`src/salc_ram.sv`:
```
// Generic simple dual-port RAM with one write port and a registered read port.
`timescale 1ns / 1ps
`default_nettype none
module salc_ram #(
  parameter int WIDTH = 8,
  parameter int DEPTH = 16
) (
  input  wire logic                                       clk,
  input  wire logic                                       we,
  input  wire logic [((DEPTH > 1) ? $clog2(DEPTH) : 1)-1:0] waddr,
  input  wire logic [WIDTH-1:0]                           wdata,
  input  wire logic                                       re,
  input  wire logic [((DEPTH > 1) ? $clog2(DEPTH) : 1)-1:0] raddr,
  output logic      [WIDTH-1:0]                           rdata
);
  logic [WIDTH-1:0] mem [DEPTH];

  always_ff @(posedge clk) begin
    if (we) begin
      mem[waddr] <= wdata;
    end
    if (re) begin
      rdata <= mem[raddr];
    end
  end
endmodule
`default_nettype wire

```
`config.mk`:
```
export PLATFORM = sky130hd
export DESIGN_NAME = salc_ram
export DESIGN_NICKNAME = d
export VERILOG_FILES = /design/src/salc_ram.sv
export SDC_FILE = /design/constraint.sdc
export NUM_CORES = 1
export LEC_CHECK = 0
export BUFFER_PORTS_ARGS = -buffer_cell sky130_fd_sc_hd__buf_2
export CAP_MARGIN = 20
export CORE_MARGIN = 3
export CORE_UTILIZATION = 50
export DETAILED_ROUTE_END_ITERATION = 8
export GPL_ROUTABILITY_DRIVEN = 1
export PLACE_DENSITY_LB_ADDON = 0.15
export RECOVER_POWER = 100
export SLEW_MARGIN = 20
export SYNTH_ARGS = -nofsm -noshare
export SYNTH_HDL_FRONTEND = slang
export SYNTH_SLANG_ARGS = --single-unit
```
`constraint.sdc`:
```
create_clock -name clk -period 1.8 [get_ports clk]
set_input_delay 0.36 -clock clk [delete_from_list [all_inputs] [get_ports clk]]
set_output_delay 0.36 -clock clk [all_outputs]
set_load 0.005 [all_outputs]
```
==> metrics.txt <==
status finished, final reports clean; clk sinks 136; drt initial violations 234; CTS Root Cell clkbuf_8; reg2reg start mem[11][7]; max_cap viols 0; vias post-DR 2440; fin nets 306; Placed Instances 401; Setup WS post-layout 0.304 ns; Reg clk slew, reported paths 0.06 ns; Synth top area share 0.781; Yosys reg bits 136; residual DRC count 0; clock power share 0.465; Detailed Route WL 9680 um; WP buf/inv 0; data required time of the worst path 2.05 ns; Post-Route Skew 0.00769 ns; crit path cell chain mux4_2, a22oi_1, nand2_1; crit-path max cell delay 0.48 ns; Lkg Pwr 2.02 nW; crit path max fanout 1; global route overflow 0; WL/cell 22.4 um; worst hold path type in -> reg; yosys warns 0; IO Port Bufs 26; final hold viol count 0; post-cts sizing count 0; TritonCTS clock tree built; Int Pwr 5.83 mW; Tightest Pin Transition 0.745 ns; initial antenna violation count 0; htree depth 4; Netlist cell types 18; Combinational Power Share 0.044; Final period util 0.831; Sw Pwr 1.48 mW; Row Count 36; Setup crit end kind flop; Die Span Y 108 um; Mapped Cells 229; crit path launch mem[11][7]; Clock Latency Late Sink 0.51 ns; Syn Nets 248; DRT Pass-1 Iters 4; Area contributors post-synth edfxtp_1 (78%), mux4_2 (7.8%), mux4_1 (7.0%); pwr dens 1190 mW/mm^2; post-place setup slack -0.169 ns; family with the most delay on the worst path multiplexers; sw frac 0.203; Tot GR Track Use 0.185; Vias per Instance 5.64; first-pass GRT wire length 15000 um; FMAX 0.668 GHz; syn_area_per_cell 22.8 um^2; most common cell after layout, fill and taps aside edfxtp_1; Critical Path Slowest Stage Cell mux4_2; endpoints failing setup 0; leading cell types in the layout, fill and taps excluded edfxtp_1 (136), clkbuf_1 (35), mux4_2 (18); unrepaired setup endpoints after global routing false; Critical Path Start Type flop; Syn-to-layout area delta 17.8%; layout cells sized above 1 0.217; Die W 108 um; sequential power share 0.490; worst setup path category reg -> reg; post-CTS setup buffer count 0; cts hold-fix bufs 0; Hold Startpoint re; Ports 27; Max Slew Vio Count 0; Mapped Area 0.00523 mm^2; CORE AREA 0.00995 mm^2; clock buffer depth 2; post-layout min period 1.50 ns; TritonCTS Buffers 17; DIE AREA 0.0117 mm^2; dominant cell type by area after synthesis edfxtp_1; initial core utilization 0.525; Final Wtd Congestion 0.762; Detail Route Antenna Nets 0; DP HPWL 6100 um; post-synthesis sequential area ratio 0.781; Non-Filler Instances 433; largest net degree at the start of global routing 28; Rel. slew slack 0.504; CP Data Arrival Time 1.75 ns; # diodes 0; vias in the first global route 2499; Worst IR Drop VDD 0.000667 V
through the flow:
| step | TNS (ns) | hold slack [ns] | power, mW | utilization | area, um^2 |
|---|---|---|---|---|---|
| floorplan | 0 | 0.459 | 3.83 | - | 5230 |
| global placement | -0.768 | 0.737 | 3.99 | 0.568 | 5650 |
| detailed placement | -0.874 | 0.729 | 3.99 | 0.568 | 5650 |
| CTS | 0 | 0.190 | 7.40 | 0.627 | 6240 |
| global route | 0 | 0.319 | 7.56 | 0.619 | 6160 |
| finish | 0 | 0.344 | 7.32 | 0.619 | 6160 |
layout make-up:
type                    count  area (um^2)
clock buffers              19          422
clock inverters            13          169
fillers                   729         3800
multi-input cells          83         1060
flip-flops and latches    136         4080
well taps                 133          166
repair buffers             49          259
routing by layer:
metal	track usage	vias up	wire length (um)
li1	-	1098	-
met1	0.271	1273	4550
met2	0.276	59	4620
met3	0.0442	10	395
met4	0.0649	0	112
met5	0	-	0
power groups by stage:
stage          clock network [mW]  registers, mW  logic (mW)
3_5_place_dp                    0           3.65       0.341
2_1_floorplan                   0           3.65       0.180
5_1_grt                      3.62           3.59       0.355
4_1_cts                      3.47           3.59       0.343
3_3_place_gp                    0           3.65       0.337
6_report                     3.40           3.59       0.323
synth_stat cells:
cell type and n:
a22oi_1 16, and2_1 1, and2b_1 1, buf_2 3, buf_4 1, buf_6 3
clkdlybuf4s25_2 3, edfxtp_1 136, mux4_1 14, mux4_2 18, nand2_1 9, nand2b_1 2
nand3_1 1, nand3b_1 2, nor2_1 13, nor2b_1 1, nor3_1 4, or3b_2 1
cells by family after synthesis:
kind of cell,share of synthesized area
DFF,0.781
and+or+nand+nor,0.0314
muxes,0.148
buffers and inverters,0.0165
AOI/OAI and AO/OA,0.0230
worst paths after layout:
path / to / slack, ns / depth (start not counted)
worst max-delay path: rdata[7] / 0.30 / 3
worst min-delay path: rdata[1] / 0.34 / 1
worst max register to register: rdata[7] / 0.30 / 3
worst min register to register: rdata[3] / 0.75 / 3
sequential cells by signal, indices dropped and copies added (netlist names):
| register | flops |
|---|---|
| rdata | 8 |
| mem | 128 |
(Power assumes the default switching activity.)
