**config.mk**
```make
export PLATFORM = sky130hd
export DESIGN_NAME = salc_update
export DESIGN_NICKNAME = d
export VERILOG_FILES = /design/src/salc_pkg.sv /design/src/salc_update.sv
export SDC_FILE = /design/constraint.sdc
export NUM_CORES = 1
export LEC_CHECK = 0
export BUFFER_PORTS_ARGS = -buffer_cell sky130_fd_sc_hd__buf_2
export CORE_AREA = 2 2 243 245
export DETAILED_ROUTE_END_ITERATION = 16
export DIE_AREA = 0 0 245 247
export SLEW_MARGIN = 20
export SYNTH_ARGS = -nofsm -noshare
export SYNTH_HDL_FRONTEND = slang
export SYNTH_SLANG_ARGS = --single-unit
```
**constraint.sdc**
```tcl
create_clock -name vclk -period 19.1
set_input_delay 2.865 -clock vclk [all_inputs]
set_output_delay 2.865 -clock vclk [all_outputs]
set_load 0.01 [all_outputs]
```
**src/salc_pkg.sv**
```systemverilog
// Shared types and constants of the set-associative LRU cache tag block.
`timescale 1ns / 1ps
`default_nettype none
package salc_pkg;

  localparam int DEF_MAX_WAYS  = 8;
  localparam int DEF_MAX_SETS  = 1024;
  localparam int DEF_ADDR_BITS = 32;

  localparam int CMD_W     = 2;
  localparam int ADDR_W    = 32;
  localparam int CFG_IDX_W = 3;
  localparam int CFG_W     = 4;
  localparam int FETCH_W   = 6;
  localparam int COPY_W    = 19;
  localparam int NW_W      = 5;
  localparam int SB_W      = 5;

  localparam logic [COPY_W-1:0] COPY_MAX = {COPY_W{1'b1}};

  localparam logic       RST_SPLIT = 1'b0;
  localparam logic [2:0] RST_BO    = 3'd4;
  localparam logic [3:0] RST_WAYS  = 4'd1;
  localparam logic [3:0] RST_DSB   = 4'd9;
  localparam logic [3:0] RST_ISB   = 4'd9;
  localparam logic       RST_WB    = 1'b1;
  localparam logic       RST_WA    = 1'b1;

  typedef enum logic [CMD_W-1:0] {
    CMD_READ  = 2'd0,
    CMD_WRITE = 2'd1,
    CMD_FETCH = 2'd2,
    CMD_FLUSH = 2'd3
  } cmd_t;

  typedef enum logic [CFG_IDX_W-1:0] {
    CFG_SPLIT_MODE     = 3'd0,
    CFG_BLOCK_OFFSET   = 3'd1,
    CFG_WAYS           = 3'd2,
    CFG_DATA_SET_BITS  = 3'd3,
    CFG_INST_SET_BITS  = 3'd4,
    CFG_WRITE_BACK     = 3'd5,
    CFG_WRITE_ALLOCATE = 3'd6
  } cfg_idx_t;

  typedef enum logic [1:0] {
    ST_CLEAR,
    ST_IDLE,
    ST_LOOKUP,
    ST_FLUSH
  } state_t;

  typedef struct packed {
    logic               hit;
    logic               evicted;
    logic               dirty_evicted;
    logic [FETCH_W-1:0] fetch_words;
    logic [COPY_W-1:0]  copyback_words;
  } result_t;

endpackage
`default_nettype wire

```
**src/salc_update.sv**
```systemverilog
// Lookup, LRU victim choice and new set contents for one access.
`timescale 1ns / 1ps
`default_nettype none
module salc_update import salc_pkg::*; #(
  parameter int MAX_WAYS = DEF_MAX_WAYS,
  parameter int TAG_W    = DEF_ADDR_BITS - 2,
  parameter int AGE_W    = 3
) (
  input  wire logic [MAX_WAYS*(AGE_W+TAG_W+2)-1:0] row_in,
  input  wire logic [TAG_W-1:0]                    tag,
  input  wire logic [NW_W-1:0]                     nw,
  input  wire logic                                is_write,
  input  wire logic                                write_back,
  input  wire logic                                write_allocate,
  input  wire logic [2:0]                          wpb_log,
  output logic      [MAX_WAYS*(AGE_W+TAG_W+2)-1:0] row_out,
  output result_t                                  res
);
  localparam int LINE_W = AGE_W + TAG_W + 2;
  localparam int WAY_W  = (MAX_WAYS > 1) ? $clog2(MAX_WAYS) : 1;

  logic             v    [MAX_WAYS];
  logic             d    [MAX_WAYS];
  logic [TAG_W-1:0] t    [MAX_WAYS];
  logic [AGE_W-1:0] a    [MAX_WAYS];
  logic             nv   [MAX_WAYS];
  logic             nd   [MAX_WAYS];
  logic [TAG_W-1:0] nt   [MAX_WAYS];
  logic [AGE_W-1:0] na   [MAX_WAYS];
  logic             hit;
  logic [WAY_W-1:0] hw;
  logic             inv_found;
  logic [WAY_W-1:0] iw;
  logic [WAY_W-1:0] ow;
  logic [AGE_W-1:0] oa;
  logic [WAY_W-1:0] sel;
  logic             do_touch;
  logic [AGE_W-1:0] ta;
  logic [FETCH_W-1:0] wpb;

  always_comb begin
    for (int w = 0; w < MAX_WAYS; w++) begin
      a[w] = row_in[w*LINE_W +: AGE_W];
      t[w] = row_in[w*LINE_W + AGE_W +: TAG_W];
      d[w] = row_in[w*LINE_W + AGE_W + TAG_W];
      v[w] = row_in[w*LINE_W + AGE_W + TAG_W + 1];
    end

    // Lowest matching way wins; ways beyond the configured count are not looked at.
    hit = 1'b0;
    hw  = '0;
    inv_found = 1'b0;
    iw  = '0;
    for (int w = 0; w < MAX_WAYS; w++) begin
      if (!hit && (w < int'(nw)) && v[w] && (t[w] == tag)) begin
        hit = 1'b1;
        hw  = WAY_W'(w);
      end
      if (!inv_found && (w < int'(nw)) && !v[w]) begin
        inv_found = 1'b1;
        iw = WAY_W'(w);
      end
    end

    ow = '0;
    oa = a[0];
    for (int w = 1; w < MAX_WAYS; w++) begin
      if ((w < int'(nw)) && (a[w] > oa)) begin
        oa = a[w];
        ow = WAY_W'(w);
      end
    end

    wpb = FETCH_W'(1) << wpb_log;
    res = '0;
    for (int w = 0; w < MAX_WAYS; w++) begin
      nv[w] = v[w];
      nd[w] = d[w];
      nt[w] = t[w];
    end
    sel = hw;
    do_touch = 1'b0;

    if (hit) begin
      res.hit = 1'b1;
      if (is_write) begin
        if (write_back) begin
          nd[hw] = 1'b1;
        end else begin
          res.copyback_words = COPY_W'(1);
        end
      end
      do_touch = 1'b1;
    end else if (is_write && !write_allocate) begin
      res.copyback_words = COPY_W'(1);
    end else begin
      if (inv_found) begin
        sel = iw;
      end else begin
        sel = ow;
        res.evicted = 1'b1;
        if (d[ow]) begin
          res.dirty_evicted  = 1'b1;
          res.copyback_words = COPY_W'(wpb);
        end
      end
      res.fetch_words = wpb;
      nv[sel] = 1'b1;
      nt[sel] = tag;
      nd[sel] = is_write && write_back;
      if (is_write && !write_back) begin
        res.copyback_words = res.copyback_words + COPY_W'(1);
      end
      do_touch = 1'b1;
    end

    // Ages are updated over every way of the set, in use or not.
    ta = a[sel];
    for (int w = 0; w < MAX_WAYS; w++) begin
      na[w] = (do_touch && (a[w] < ta)) ? a[w] + AGE_W'(1) : a[w];
    end
    if (do_touch) begin
      na[sel] = '0;
    end

    for (int w = 0; w < MAX_WAYS; w++) begin
      row_out[w*LINE_W +: LINE_W] = {nv[w], nd[w], nt[w], na[w]};
    end
  end
endmodule
`default_nettype wire

```
==> run metrics, run 1 <==
core area ~0.058 mm^2; Worst-Margin Slew approximately 1.0 ns; worst path required time 16.23 ns; Design Area, Final 0.0140 mm^2; fin nets between 2000 and 2500; flip-flop and latch area 0 um^2; row cnt between 80 and 90; DR WL/cell around 28 um; FFs & Latches 0; setup violators final 0; CP endpoint kind primary output; Vias roughly 14000; period utilization 0.944; Area Overhead vs Synth 36.4%; Fin Hold WS 6.06 ns; I/O Pins about 630; Detailed Route Iter0 Violations 1237; initial antenna violation count 22; total iterations of the first detailed-routing run 5; Finished Layout Cells about 2700; number of port buffers 616; Synth Area per Inst 7.30 um^2; Filler Cell Count 6669; Max-slew headroom 0.309; clock buffers 0; status completed; Sw Pwr approximately 0.31 mW; Max Slew Vio Count 0; antenna viol nets, final 0; Startpoint Class primary input; largest net degree at the start of global routing 36; HPWL after detailed placement between 60000 and 70000 um; Synth warnings 0; Worst path most repeated cell ha_1; # placed instances 2700; Gate power share 1.000; Final WS setup between 1 and 1.5 ns; RSZ-0062 raised after global routing no; Die X between 200 and 250 um; clock group share of total power 0; Final Power between 0.5 and 0.6 mW; Sequential Power Share 0; cells after synthesis 1404; fin util 0.240; leakage power slightly above 6 nW; share of post-route cells with drive strength above 1 0.468; HP Class primary input to primary output; maxcap violations 0; first-pass GRT wire length a little over 100000 um; P_int 0.194 mW; pwr dens 36.1 mW/mm^2; switching share of total power 0.616; GRT Util Overall 0.236; Max IR drop VDD about 26 uV; area leader, netlist mux2_2; initial core utilization 0.176; Synth area leaders mux2_2 25%, xor2_1 12%, xnor2_1 9.1%; Crit-path slowest cell mux2_2; total wire length 76700 um; Setup TNS 0 ns; Yosys cell types 85; Synth top area share 0.252; total gr overflow 0; Post-Place Setup Slack roughly 0.93 ns; vias in the first global route 13100; routability congestion estimate from global placement just under 1; final hold vios 0; max incr delay on CP ~0.40 ns; area of placed instances ~0.014 mm^2; kind of critical path primary input to primary output; CP startpoint row_in[1]; Die Ht ~250 um; Tmin final ~18 ns; Mapped Area about 0.010 mm^2; fmax between 50 and 60 MHz; Seq/Total Area, Yosys 0; Post-route DRC 0; crit path max fanout 11; number of vias per cell roughly 5.3; arrival time at the worst endpoint 15.16 ns; die area between 0.06 and 0.07 mm^2; CP Capture Point row_out[2]
==> worst max-delay path: cells and delay by family <==
| family | cells | cell delay [ns] |
|---|---|---|
| fa+ha+maj | 10 | 2.97 |
| compound gates | 25 | 5.40 |
| buf+inv | 3 | 0.50 |
| simple gates | 17 | 2.66 |
| mux | 2 | 0.73 |
==> cells in the mapped netlist, types with 7 or more instances <==
master and number:
nand4_1 61, or4_1 13, nor3_1 29, or3_1 7, nand2b_1 23, o21ai_1 7
a21oi_1 36, nor4b_1 8, nand4b_1 7, xnor2_1 107, nor2_1 75, o22ai_1 9
a311oi_1 9, a32o_1 8, nor4_1 65, o21ai_0 66, nand2_1 120, clkbuf_1 86
o21a_1 9, xor2_1 139, a211o_1 8, buf_4 14, nand3_1 30, mux2_2 229
inv_1 28, o211ai_1 14, nor2b_1 8, buf_2 17, ha_1 30, a31oi_1 14
==> power groups by stage <==
stage          Sequential, mW    Clock (mW)  Combinational, mW
2_1_floorplan               0             0              0.293
3_3_place_gp                0             0              0.493
3_5_place_dp                0             0              0.492
4_1_cts                     0             0              0.495
5_1_grt                     0  0.0000000211              0.537
6_report                    0  0.0000000564              0.505
==> layout make-up <==
cell class / count / area (um^2) / area share
multi-input combinational: 1259 / 9600 / 0.687
antenna: 10 / 25.0 / 0.00179
timing repair buffer: 641 / 3270 / 0.234
inverter: 30 / 115 / 0.00823
tap: 773 / 967 / 0.0692
==> metal layers <==
metal  part of all wire  global-route usage
met4              0.055               0.109
met2               0.46               0.390
met5             0.0012                   0
met3              0.083              0.0389
met1               0.40               0.300
==> what timing repair did <==
item                       4_1_cts  5_1_grt
setup buffers                    0        3
hold buffers                     0        0
hold endpoints to repair         0        0
resized for setup                0        2
setup endpoints to repair        0       22
==> cell families (layout without fill, tap and decap cells) <==
logic type / after synthesis / after routing / synth area share
adders and majority gates: 33 / 33 / 0.0395
buffers and inverters: 157 / 671 / 0.0693
xor gates and xnor gates: 246 / 246 / 0.210
and+or+nand+nor: 491 / 491 / 0.261
other: 1 / 23 / 0.000366
AOI/OAI and AO/OA: 241 / 241 / 0.161
muxes: 235 / 235 / 0.259
==> layout by cell type, fill, tap and decap left out, types with 8 or more instances in the layout <==
cell	instances
a211o_1	8
o21ai_0	66
conb_1	13
or4_1	13
nand3_1	29
nor4b_1	8
mux2_2	229
ha_1	30
o22ai_1	9
o21a_1	9
nor3_1	28
nor2b_1	8
nand2b_1	23
xor2_1	139
a31oi_1	14
xnor2_1	107
o211ai_1	14
inv_1	28
nor2_1	75
diode_2	10
a32o_1	8
nand4_1	61
a21oi_1	36
nand2_1	120
nor4_1	65
buf_2	616
a311oi_1	9
buf_4	25
==> worst min-delay path by stage <==
stage	start	to	slack [ns]	cells past startpoint
after floorplan	wpb_log[0]	res[19]	5.78	1
after global placement	wpb_log[2]	res[20]	6.05	3
after detailed placement	wpb_log[2]	res[19]	6.06	3
after CTS	wpb_log[2]	res[20]	6.06	3
after global routing	row_in[81]	row_out[81]	6.07	4
final	wpb_log[2]	res[20]	6.06	3
(Power assumes the default switching activity.)
==> inputs of run 2 (changes only) <==
CELL_PAD_IN_SITES_DETAIL_PLACEMENT = 1   (was default)
CELL_PAD_IN_SITES_GLOBAL_PLACEMENT = 1   (was default)
CORE_AREA = 2 2 248 250   (was 2 2 243 245)
DIE_AREA = 0 0 250 252   (was 0 0 245 247)
PLACE_DENSITY_LB_ADDON = 0.1   (was default)
==> run 2 against run 1 <==
Compared with the run above: utilization down 0.65 points; die area increased by 4.1%; clock-buffer cell count unchanged; largest power group unchanged; non-clock buffer count up 4; worst hold slack improved by 0.0068 ns; global-route usage grew 1.7 points; final cell count increased by 0.33%; highest routed layer unchanged; fmax up 0.29%.
==> run metrics, run 2 (same netlist as run 1, synthesis figures left out) <==
status completed; DR WL/cell 31.0 um (+9.5%); Max-slew headroom 0.281 (-0.0276); kind of critical path primary input to primary output; fmax 55.6 MHz (+0.29%); worst path required time 16.23 ns (about the same); most frequent cells in the layout 616 x buf_2, 229 x mux2_2, 139 x xor2_1; fin nets 2287 (+0.18%); pwr dens 36.7 mW/mm^2 (+1.7%); HPWL after detailed placement 71300 um (+12%); Final WS setup 1.12 ns (+0.0522 ns); Die X 250 um (+2.0%); Startpoint Class primary input; GRT Util Overall 0.253 (+0.0173); row cnt 90 (+1.1%); number of vias per cell 5.04 (-4.5%); arrival time at the worst endpoint 15.11 ns (-0.05 ns); CP endpoint kind primary output; first-pass GRT wire length 115000 um (+14%); total iterations of the first detailed-routing run 5 (unchanged); core area 0.0601 mm^2 (+3.3%); initial antenna violation count 26 (+18%); FFs & Latches 0 (unchanged); Hold Path End res[19]; initial core utilization 0.170 (-0.00554); Max IR drop VDD 14.3 uV (-44%); share of post-route cells with drive strength above 1 0.471 (+0.00317); Worst-Margin Slew 1.08 ns (+0.0388 ns); maxcap violations 0 (unchanged); Post-Place Setup Slack 0.358 ns (-0.572 ns); Hold Startpoint wpb_log[2]; HP Class primary input to primary output; Detailed Route Iter0 Violations 712 (-42%); period utilization 0.941 (-0.00274); total wire length 84300 um (+9.8%); Vias 13700 (-4.2%); Worst path most repeated cell ha_1; fin util 0.234 (-0.00651); Crit-path slowest cell or4_1; routability congestion estimate from global placement 0.877 (-11%); max incr delay on CP 0.41 ns (about the same); Max Slew Vio Count 0 (unchanged); die area 0.0630 mm^2 (+4.1%); clock buffers 0 (unchanged); leakage power 6.15 nW (+0.35%); flip-flop and latch area 0 um^2 (unchanged); Post-route DRC 0 (unchanged); Tmin final 17.98 ns (-0.0523 ns); total gr overflow 0 (unchanged); setup violators final 0 (unchanged); largest net degree at the start of global routing 36 (unchanged); final hold vios 0 (unchanged); commonest non-fill, non-tap cell in the layout buf_2; Die Ht 252 um (+2.0%); I/O Pins 629 (unchanged); vias in the first global route 14300 (+9.7%); number of port buffers 616 (unchanged); crit path max fanout 17 (+6); WHS Path Cells 3 (unchanged); antenna viol nets, final 0 (unchanged); Area Overhead vs Synth 37.0%
==> run 2: cell count changes in the layout (fill, tap and decap cells not counted), moves of 2 or more <==
cell	before	now
diode_2	10	6
buf_4	25	28
nor2_1	75	73
nor2_2	0	2
==> run 2: metrics by stage <==
| step | hold WS, ns | cells | TNS [ns] | area [um^2] | total power, mW |
|---|---|---|---|---|---|
| 2_1_floorplan | 5.78 | 1416 | 0 | 10300 | 0.293 |
| 3_3_place_gp | 6.07 | 2707 | 0 | 13900 | 0.503 |
| 3_5_place_dp | 6.06 | 2707 | 0 | 13900 | 0.506 |
| 4_1_cts | 6.07 | 2707 | 0 | 13900 | 0.509 |
| 5_1_grt | 6.09 | 2718 | -0.00540 | 14000 | 0.555 |
| 6_report | 6.06 | 2722 | 0 | 14000 | 0.516 |
==> run 2: report_power, final <==
| part | total, mW | switching [mW] | internal [mW] | leakage, nW |
|---|---|---|---|---|
| registers | 0 | 0 | 0 | 0 |
| clock network | 0.0000000381 | 0 | 0.0000000381 | 0.0000380 |
| logic | 0.516 | 0.318 | 0.198 | 6.15 |
| total | 0.516 | 0.318 | 0.198 | 6.15 |
==> run 2: repair_timing <==
item,in CTS,in global routing
buffers inserted,0,9
hold buffers,0,0
gates resized for setup,0,8
endpoints found under the setup margin,0,26
==> run 2: worst max-delay path by stage <==
stage	start	endpoint	slack [ns]	cells past startpoint
3_5_place_dp	row_in[1]	row_out[2]	0.36	58
4_1_cts	row_in[1]	row_out[2]	0.32	58
5_1_grt	row_in[1]	row_out[2]	-0.005	58
2_1_floorplan	row_in[1]	row_out[2]	2.65	57
6_report	row_in[1]	row_out[2]	1.12	55
3_3_place_gp	row_in[1]	row_out[2]	0.82	57
==> run 2: critical path: cells and delay by family <==
kind	cells	cell delay (ns)
and+or+nand+nor	17	3.17
AOI/OAI and AO/OA	23	4.65
buffers and inverters	3	0.53
muxes	3	1.14
adders and majority gates	9	2.70
==> run 2: layout make-up <==
class | count | area [um^2]
Inverter | 30 | 115
Fill cell | 7534 | 46100
Multi-Input combinational cell | 1259 | 9620
Timing Repair Buffer | 645 | 3310
Tap cell | 782 | 978
Antenna cell | 6 | 15.0
==> run 2: routing by layer <==
layer  up-vias  share of wire  wire [um]  GRT usage
li1       6262              -          -          -
met3        74          0.045       3760     0.0241
met4        16          0.020       1710     0.0414
met1      6865           0.43      35900      0.319
met2       509           0.51      42900      0.471
met5         -         0.0013        110          0
